--- src/swa_pkg.sv ---
// shared types for the sliding window average block
`default_nettype none

package swa_pkg;

	// status of the iterative divider towards its sequencer
	typedef struct packed {
		logic busy;
		logic done;
	} div_stat_t;

endpackage

`default_nettype wire

--- src/swa_div.sv ---
// iterative restoring divider, signed dividend by positive divisor, one quotient bit per cycle
`default_nettype none

module swa_div #(
	parameter int DVD_W = 24,
	parameter int DVS_W = 9,
	parameter int Q_W   = 16
) (
	input  wire logic                    clk,
	input  wire logic                    arst_n,
	input  wire logic                    start,
	input  wire logic signed [DVD_W-1:0] dividend,
	input  wire logic        [DVS_W-1:0] divisor,
	output logic signed      [Q_W-1:0]   quotient,
	output swa_pkg::div_stat_t           stat
);
	import swa_pkg::*;

	localparam int CNT_W = $clog2(DVD_W + 1);

	logic             busy_q;
	logic             done_q;
	logic [CNT_W-1:0] cnt_q;
	logic             neg_q;
	logic [DVS_W-1:0] dvs_q;
	logic [DVS_W:0]   rem_q;
	logic [DVD_W-1:0] quo_q;

	logic [DVS_W:0]   rem_sh;
	logic [DVS_W:0]   dvs_ext;
	logic             fits;
	logic [DVD_W-1:0] quo_signed;

	assign rem_sh  = {rem_q[DVS_W-1:0], quo_q[DVD_W-1]};
	assign dvs_ext = {1'b0, dvs_q};
	assign fits    = (rem_sh >= dvs_ext);

	// restore the sign of the magnitude quotient
	assign quo_signed = neg_q ? (~quo_q + DVD_W'(1)) : quo_q;
	assign quotient   = Q_W'(quo_signed);

	assign stat.busy = busy_q;
	assign stat.done = done_q;

	always_ff @(posedge clk or negedge arst_n) begin
		if (!arst_n) begin
			busy_q <= 1'b0;
			done_q <= 1'b0;
			cnt_q  <= '0;
		end else begin
			done_q <= 1'b0;
			if (start) begin
				busy_q <= 1'b1;
				cnt_q  <= CNT_W'(DVD_W);
			end else if (busy_q) begin
				cnt_q <= cnt_q - CNT_W'(1);
				if (cnt_q == CNT_W'(1)) begin
					busy_q <= 1'b0;
					done_q <= 1'b1;
				end
			end
		end
	end

	always_ff @(posedge clk) begin
		if (start) begin
			neg_q <= dividend[DVD_W-1];
			dvs_q <= divisor;
			rem_q <= '0;
			quo_q <= dividend[DVD_W-1] ? (~dividend + DVD_W'(1)) : dividend;
		end else if (busy_q) begin
			rem_q <= fits ? (rem_sh - dvs_ext) : rem_sh;
			quo_q <= {quo_q[DVD_W-2:0], fits};
		end
	end

endmodule

`default_nettype wire

--- config.mk ---
export PLATFORM = sky130hd
export DESIGN_NAME = swa_div
export DESIGN_NICKNAME = d
export VERILOG_FILES = /design/src/swa_pkg.sv /design/src/swa_div.sv
export SDC_FILE = /design/constraint.sdc
export NUM_CORES = 1
export LEC_CHECK = 0
export ABC_AREA = 1
export BUFFER_PORTS_ARGS = -buffer_cell sky130_fd_sc_hd__buf_2
export CAP_MARGIN = 20
export CORE_ASPECT_RATIO = 0.9
export CORE_MARGIN = 2
export CORE_UTILIZATION = 58
export CTS_CLUSTER_DIAMETER = 60
export DETAILED_ROUTE_END_ITERATION = 7
export GPL_ROUTABILITY_DRIVEN = 0
export GPL_TIMING_DRIVEN = 0
export PLACE_DENSITY = 0.79
export SKIP_LAST_GASP = 1
export SLEW_MARGIN = 40
export SYNTH_ARGS = -nofsm -noshare
export SYNTH_HDL_FRONTEND = slang
export SYNTH_SLANG_ARGS = --single-unit
--- constraint.sdc ---
create_clock -name clk -period 2.3 [get_ports clk]
set_clock_uncertainty 0.15 [all_clocks]
set_input_delay 0.115 -clock clk [delete_from_list [all_inputs] [get_ports clk]]
set_output_delay 0.115 -clock clk [all_outputs]
set_load 0.03 [all_outputs]
==> metrics.yaml, run 1 <==
clock_network:
  cts.sinks: 50
  clkTransAtPathRegs_ns: 0.09
  clk_path_buf_depth: 2
  cts_tree: "built"
  cts_made_buffers: 5
  root_buffer: "clkbuf_8"
  h-tree-depth: 2
  clk_latency_ns: 0.30
global_route:
  antenna_found_initial: 0
  grt_pass1_wl_um: 13920
  grt_max_degree: 31
  grt_use_total: 0.2564
  overflow: 0
  grt_pass1_vias: 3147
run:
  cap_violations: 0
die:
  die_w_um: 86.58
  die_h_um: 78.32
  die_area_um2: 6781
  initial_core_util: 0.5920
  core.rowCount: 27
  design.core.area_um2: 6013
  pin_count: 54
synthesis:
  postSynthCellCount: 487
  synth_seq_area_share: 0.3866
  ys_ff_latch: 50
  avgSynthCellArea_um2: 7.309
  syn-cell-area_um2: 3560
  syn_nets: 537
  synth.distinct_cells: 35
  ys_warn_count: 0
routing:
  drc: 0
  drt_iter0_drc: 207
  dr.pass1.iters: 5
  wl_um: 8265
  via_count: 3396
  wl_per_cell_um: 13.10
  post_drt_via_cell_ratio: 5.382
  drtAntennaViolNets: 0
finish:
  fill_cells: 515
  diodes: 0
  final_layout_size_suffix_gt1_frac: 0.1664
  area_growth_pct: 16.41
  nets: 608
  post-route-util: 0.6891
sta:
  final.min_clock_period_ns: 2.145
  setup_viol: 0
  drv_slew: 0
  finalHoldViolCount: 0
  fmax_mhz: 466.2
  maxSlewHeadroom: 0.5853
  min_period_over_period: 0.9326
  rsz0062_at_grt: "true"
  whs_ns: 0.006675
  tightestPinTransition_ns: 0.6211
pwr:
  ir_worst_vdd_mv: 0.4610
  power.leakage_nw: 2.092
  p_total_w: 0.003162
  power_density_nw_per_um2: 762.9
worst_setup_path:
  cp_max_fo: 5
  startpoint_type: "flip-flop"
  critPathKind: "flip-flop to output port"
  arrival_ns: 1.88
  rr_worst_depth: 10
  worst-endpoint-required_ns: 2.04
  cp-end-kind: "output port"
placed_design:
  hpwl_um: 6166
  io_buffers: 53
hold_path:
  hold_class: "input pin to async pin"
run_status:
  outcome: "complete, no violations"
## stage by stage
stage                     setup TNS (ns)  setup slack (ns)  instance area [um^2]  cells
after CTS                              0         0.0001683                  4116    631
final                                  0            0.1550                  4144    631
after global placement                 0           0.06930                  3915    612
after floorplan                        0            0.3988                  3560    487
after global routing            -0.01228          -0.01228                  4144    631
after detailed placement               0            0.1860                  3915    612
## critical path, stage by stage, from the launching register on
cell      delay, ns
edfxtp_1       0.52
nor2_1         0.13
nand2_1        0.12
nor3_4         0.18
nand2_1        0.11
nand2_1        0.10
o21ai_1        0.09
xor2_1         0.12
buf_2          0.21
## repair_timing
action                     4_1_cts  5_1_grt
setup buffers                    0        0
setup endpoints to repair        0        7
hold buffers                    11        0
hold endpoints to repair        17        0
resized for setup                0        8
## cells by family after synthesis
family	Yosys count	synth area share
xor+xnor	22	0.05413
buf+inv	94	0.1090
flops	50	0.3866
compound gates	54	0.07979
fa+ha+maj	14	0.05132
simple gates	253	0.3192
## layer usage
layer	track usage	vias to the layer above	routed length [um]
met4	0.08438	0	118
met1	0.3561	1536	3727
li1	-	1710	-
met2	0.4115	137	3807
met5	0	-	0
met3	0.03785	13	611
## sequential cells by signal (all words and copies together), names as in the netlist
signal,cells
cnt_q,5
dvs_q,9
busy_q,1
rem_q,9
quo_q,24
neg_q,1
done_q,1
## cell type report
cell class                      count  area (um^2)  area share
Tap cell                           72        90.09     0.02174
Timing Repair Buffer               64        377.9     0.09118
Inverter                           79        296.5     0.07156
Clock buffer                        7        86.33     0.02083
Multi-Input combinational cell    343         1821      0.4393
Buffer                             15        91.34     0.02204
Clock inverter                      1        5.005    0.001208
Sequential cell                    50         1376      0.3321
## synthesized netlist by cell type
cell type    n  share of area
nor4_2       1         0.0035
ha_1        13          0.046
nor3_2       1         0.0028
clkbuf_1     3         0.0032
nor2_1      33          0.035
nand4_1      8          0.014
inv_1       78          0.082
buf_6        2         0.0063
o21ai_2      1         0.0025
clkbuf_4     1         0.0021
nand3b_1     6          0.013
nor3_1       3         0.0042
nand2_1    131           0.14
o21ai_0     36          0.051
o22ai_1      3         0.0053
buf_2        4         0.0056
buf_1        2         0.0021
or2_2        1         0.0018
a21o_1       1         0.0021
o21ai_1      3         0.0042
clkinv_1     1         0.0011
xor2_1      19          0.047
nand3_2      5          0.014
a21oi_1      9          0.013
dfxtp_1      9          0.051
nand2_2      5         0.0088
fa_1         1         0.0056
xnor2_1      3         0.0074
nand3_1     55          0.077
buf_4        3         0.0063
nor4_1       1         0.0018
dfrtp_1      7          0.049
nor2_2       3         0.0053
edfxtp_1    34           0.29
a21oi_2      1         0.0025
## cells in the final DEF, fill, tap and decap left out, drive strengths merged
cell / n
nand2: 136
inv: 78
buf: 63
nand3: 60
o21ai: 40
nor2: 36
edfxtp: 34
xor2: 19
ha: 13
clkbuf: 12
dlygate4sd3: 11
a21oi: 10
dfxtp: 9
nand4: 8
dfrtp: 7
nand3b: 6
nor3: 4
o22ai: 3
xnor2: 3
clkinv: 2
nor4: 2
or2: 1
a21o: 1
fa: 1
## power by group
part / internal (W) / total, W / leakage [nW] / switching (W)
Clock: 0.000243 / 0.000533 / 0.0482 / 0.000290
Combinational: 0.000527 / 0.00141 / 1.53 / 0.000884
Sequential: 0.00112 / 0.00122 / 0.515 / 0.000100
Total: 0.00189 / 0.00316 / 2.09 / 0.00127
## worst paths after layout
kind                              start           end  slack [ns]
max in group asynchronous        arst_n        busy_q        1.85
hold reg to reg                rem_q[6]      rem_q[6]        0.33
setup / recovery               quo_q[2]  quotient[13]        0.16
setup reg to reg              quo_q[23]      quo_q[0]        0.22
min in group clk           dividend[20]     quo_q[20]        0.04
hold / removal                   arst_n      cnt_q[2]       0.007
Power figures use the tool's default switching activity.
==> run 2, diff against run 1 <==
ABC_CLOCK_PERIOD_IN_PS = 1900   (was unset)
CORE_UTILIZATION = 52   (was 58)
PLACE_DENSITY = 0.75   (was 0.79)
clock period = 1.9 ns   (was 2.3 ns; I/O delays follow)
==> run 2 against run 1 <==
The run now ends with setup timing left. Register-to-register slack worse by 0.33 ns. Setup slack worse by 0.32 ns. Via count is 4.3% higher. Clock power is 21% higher. Combinational power is 82% higher. Non-clock buffer count is 32 higher. Count of clock-buffer cells in the layout is 1 lower. Core utilization is 4.0 points higher. Sequential power is 22% higher. Sequential share of layout area is 4.5 points lower. Highest routed layer unchanged.
==> metrics.yaml, run 2 (synthesis gave the netlist of run 1 again) <==
placed_design:
  place_ws_ns: -0.1865
  io_buffers: 53
  hpwl_um: 6105
clock_network:
  clkTransAtPathRegs_ns: 0.09
  h-tree-depth: 2
  cts_made_buffers: 5
  clk_path_buf_depth: 2
  root_buffer: "clkbuf_8"
  cts_tree: "built"
  cts.sinks: 50
  clk_latency_ns: 0.31
die:
  pin_count: 54
  die_area_um2: 7524
  design.core.area_um2: 6586
  initial_core_util: 0.5405
  die_w_um: 91.22
  core.rowCount: 28
  die_h_um: 82.49
pwr:
  power.leakage_nw: 2.337
  sequentialPowerShare: 0.317
  ir_worst_vdd_mv: 0.6917
  p_total_w: 0.004697
  power_density_nw_per_um2: 978.7
  swShare: 0.4198
  p_int_w: 0.002725
  switching_power_w: 0.001972
  power_frac_comb: 0.545
  pwr-share-clk: 0.138
sta:
  drv_slew: 0
  tns_ns: -2.275
  rsz0062_at_grt: "true"
  fin_ws_ns: -0.1660
  final.min_clock_period_ns: 2.066
  whs_ns: 0.01584
  tightestPinTransition_ns: 0.6460
  setup_viol: 21
  fmax_mhz: 484.0
  maxSlewHeadroom: 0.5687
  min_period_over_period: 1.087
  finalHoldViolCount: 0
finish:
  final_cell_mix: "nand2_1 (120), inv_1 (68), buf_2 (47), nand3_1 (40), buf_4 (38)"
  diodes: 0
  area_growth_pct: 34.83
  reg_top3: "quo_q x24, dvs_q x9, rem_q x9"
  layout_commonest_cell: "nand2_1"
  largest_register_ffs: 24
  top_register: "quo_q"
  post-route-util: 0.7287
  nets: 640
  final_layout_size_suffix_gt1_frac: 0.2893
routing:
  dr.pass1.iters: 5
  wl_per_cell_um: 14.17
  drtAntennaViolNets: 0
  drc: 0
  drt_iter0_drc: 229
  wl_um: 9647
  post_drt_via_cell_ratio: 5.203
  via_count: 3543
global_route:
  overflow: 0
  grt_use_total: 0.2459
  grt_pass1_wl_um: 14620
  grt_max_degree: 31
  grt_pass1_vias: 3238
  antenna_found_initial: 0
worst_setup_path:
  startpoint_type: "flip-flop"
  cp-end-kind: "output port"
  worst-endpoint-required_ns: 1.65
  arrival_ns: 1.82
  cp-startpoint: "quo_q[0]"
  crit-reg2reg-launch: "quo_q[23]"
  cp_max_fo: 4
  critPathKind: "flip-flop to output port"
run:
  cap_violations: 0
hold_path:
  hold_class: "input pin to flip-flop"
  hold_start: "start"
run_status:
  outcome: "finished with violations"
  violations: "setup timing"
-- run 2: cell count changes in the layout (fill, tap and decap cells not counted), moves of 4 or more --
| cell | change |
|---|---|
| buf_4 | +35 |
| nand3_1 | -15 |
| nand2_1 | -10 |
| buf_2 | -9 |
| nand3_2 | +9 |
| inv_1 | -8 |
| ha_1 | -7 |
| ha_4 | +7 |
| inv_2 | +6 |
| nand3_4 | +6 |
| nand2_4 | +5 |
| o21ai_0 | -5 |
| nand2_2 | +4 |
-- run 2: power by group through the flow --
stage	Combinational (W)	Clock [W]	Sequential, W
final	0.00256	0.000646	0.00149
after global placement	0.00161	0	0.00148
after global routing	0.00277	0.000696	0.00151
after floorplan	0.00129	0	0.00146
after CTS	0.00215	0.000658	0.00147
after detailed placement	0.00165	0	0.00149
-- run 2: final timing paths --
path                          endpoint  slack (ns)  depth (start not counted)
max                        quotient[6]       -0.17                          7
max reg2reg                   rem_q[3]       -0.11                         12
min reg2reg                   rem_q[7]        0.34                          2
min                           dvs_q[1]        0.02                          1
min in group asynchronous       done_q        0.60                          3
max in group asynchronous     cnt_q[1]        0.75                          3
-- run 2: routing by layer --
layer / global-route usage / part of all wire / vias to the layer above
met5: 0 / 0 / -
met4: 0.09242 / 0.014 / 0
met3: 0.04356 / 0.052 / 16
met2: 0.4430 / 0.51 / 132
met1: 0.3002 / 0.42 / 1620
li1: - / - / 1775
-- run 2: cell type report --
type / count / area (um^2)
Clock buffer: 6 / 82.58
Buffer: 15 / 96.34
Clock inverter: 2 / 12.51
Sequential cell: 50 / 1376
Inverter: 79 / 301.5
Tap cell: 90 / 112.6
Timing Repair Buffer: 96 / 686.9
Fill cell: 501 / 1787
Multi-Input combinational cell: 343 / 2131
-- run 2: timing repair --
item | in CTS | in global routing
setup endpoints to repair | 22 | 22
hold buffers | 12 | 0
setup buffers | 20 | 9
endpoints found under the hold margin | 17 | 0
gates resized for setup | 63 | 32
pin swaps | 23 | 19
cloned | 1 | 1
-- run 2: critical path, cell delays in order (launching register included) --
cell	delay [ns]
edfxtp_1	0.42
inv_2	0.12
ha_4	0.15
inv_4	0.05
nor4_4	0.26
or2_2	0.19
xor2_1	0.14
buf_4	0.18
-- run 2: per-stage QoR --
step	area [um^2]	cells
floorplan	3562	487
global placement	3940	630
detailed placement	3940	630
CTS	4568	671
global route	4800	681
finish	4800	681
==> run 3, diff against run 2 <==
REMOVE_ABC_BUFFERS = 1   (was unset)
==> run 3 against run 2 <==
The flow still finishes with violations (setup timing). Highest routed layer unchanged. Cell area down 5.5%. Largest power group unchanged. Die area unchanged. Worst hold slack better by 0.0090 ns.
==> metrics.yaml, run 3 (synthesis gave the netlist of run 1 again) <==
die:
  initial_core_util: 0.5405
  die_w_um: 91.22
  pin_count: 54
  die_h_um: 82.49
  die_area_um2: 7524
  core.rowCount: 28
  design.core.area_um2: 6586
finish:
  fin_area_um2: 4534
  layout_commonest_cell: "nand2_1"
  top_register: "quo_q"
  largest_register_ffs: 24
  post-route-util: 0.6885
  final_layout_size_suffix_gt1_frac: 0.2517
  reg_top3: "quo_q x24, dvs_q x9, rem_q x9"
  area_growth_pct: 27.38
  nets: 621
  diodes: 0
  final_cell_mix: "nand2_1 (123), inv_1 (69), nand3_1 (47), buf_2 (41), edfxtp_1 (34)"
  final_cells: 662
sta:
  finalHoldViolCount: 0
  fin_ws_ns: -0.1859
  tightestPinTransition_ns: 0.7670
  rsz0062_at_grt: "true"
  fmax_mhz: 479.4
  drv_slew: 0
  setup_viol: 20
  final.min_clock_period_ns: 2.086
  maxSlewHeadroom: 0.4887
  min_period_over_period: 1.098
clock_network:
  cts.sinks: 50
  clk_path_buf_depth: 2
  cts_made_buffers: 5
  h-tree-depth: 2
  cts_tree: "built"
  clk_latency_ns: 0.31
  root_buffer: "clkbuf_8"
  clkTransAtPathRegs_ns: 0.10
global_route:
  grt_max_degree: 38
  grt_pass1_vias: 3100
  antenna_found_initial: 0
  grt_pass1_wl_um: 13680
  grt_use_total: 0.2260
  overflow: 0
run_status:
  violations: "setup timing"
  outcome: "finished with violations"
pwr:
  power.leakage_nw: 2.225
  p_total_w: 0.004227
  power_density_nw_per_um2: 932.2
  ir_worst_vdd_mv: 0.4841
routing:
  drtAntennaViolNets: 0
  wl_um: 8884
  drc: 0
  drt_iter0_drc: 287
  dr.pass1.iters: 4
  via_count: 3420
  wl_per_cell_um: 13.42
  post_drt_via_cell_ratio: 5.166
worst_setup_path:
  slowest_stage: "edfxtp_1"
  cpPeakStageDelay_ns: 0.43
  crit_buf_inv: 1
  arrival_ns: 1.84
  startpoint_type: "flip-flop"
  cp_cell_sequence: "nor2_1 > nand2_1 > nor3_2 > nand2_2 > o21ai_2 > xor2_1 > buf_4"
  critPathKind: "flip-flop to output port"
  cp_top_family: "simple AND/OR/NAND/NOR gates"
  cp_max_fo: 3
  worst-endpoint-required_ns: 1.65
  cp-end-kind: "output port"
placed_design:
  hpwl_um: 5566
  dpl.cell_count: 615
  place_area_um2: 3846
  place_ws_ns: -0.4831
  io_buffers: 53
hold_path:
  hold_class: "input pin to flip-flop"
run:
  cap_violations: 0
## run 3: changes by cell type in the layout (fill, tap and decap cells not counted), moves of 3 or more
cell | previous run | this run
ha_4 | 7 | 3
nand2_1 | 120 | 123
nand2_4 | 5 | 2
nand3_4 | 6 | 1
buf_4 | 38 | 30
buf_2 | 47 | 41
nand3_1 | 40 | 47
## run 3: final cells by class
cell class              count  area (um^2)
fillers                   551         2052
well taps                  90        112.6
multi-input cells         344         2004
repair buffers             91        658.1
flip-flops and latches     50         1376
inverters                  79        302.8
clock buffers               8        80.08
## run 3: repair_timing
action                     in CTS  in global routing
hold buffers                   11                  0
setup endpoints to repair      39                 48
hold endpoints to repair       16                  0
setup buffers                  21                  6
gates cloned                    0                  1
resized for setup              43                 39
pin swaps                      20                 13
## run 3: metal layers
metal,vias to the layer above,part of all wire,track usage
met3,8,0.059,0.03176
met4,0,0.0069,0.05303
li1,1739,-,-
met5,-,0,0
met1,1562,0.45,0.3050
met2,111,0.48,0.3919
## run 3: power by group
| part | switching (W) | internal, W |
|---|---|---|
| sequential | 0.000115 | 0.00135 |
| clock | 0.000339 | 0.000263 |
| combinational | 0.00128 | 0.000880 |
## run 3: final timing paths
| path | startpoint | to | slack (ns) | cells after the start |
|---|---|---|---|---|
| hold / removal | dividend[13] | quo_q[13] | 0.02 | 4 |
| min in group asynchronous | arst_n | cnt_q[2] | 0.58 | 3 |
| max in group asynchronous | arst_n | cnt_q[0] | 0.78 | 3 |
| setup reg to reg | quo_q[23] | rem_q[0] | -0.18 | 12 |
| setup / recovery | quo_q[1] | quotient[15] | -0.19 | 7 |
| hold reg to reg | rem_q[5] | rem_q[5] | 0.31 | 2 |
## run 3: worst reg2reg max path, delay by kind of cell (launching register included)
kind            cells  cell delay, ns
simple gates        5            0.48
flops               1            0.39
fa+ha+maj           2            0.50
compound gates      1            0.09
buf+inv             4            0.34
## run 3: through the flow
stage / setup TNS [ns] / hold slack, ns
after global routing: -3.883 / 0.05390
after CTS: -0.9405 / 0.01604
after floorplan: -0.8322 / -0.3506
after global placement: -28.06 / -0.2141
after detailed placement: -17.19 / -0.2132
final: -2.106 / 0.02483
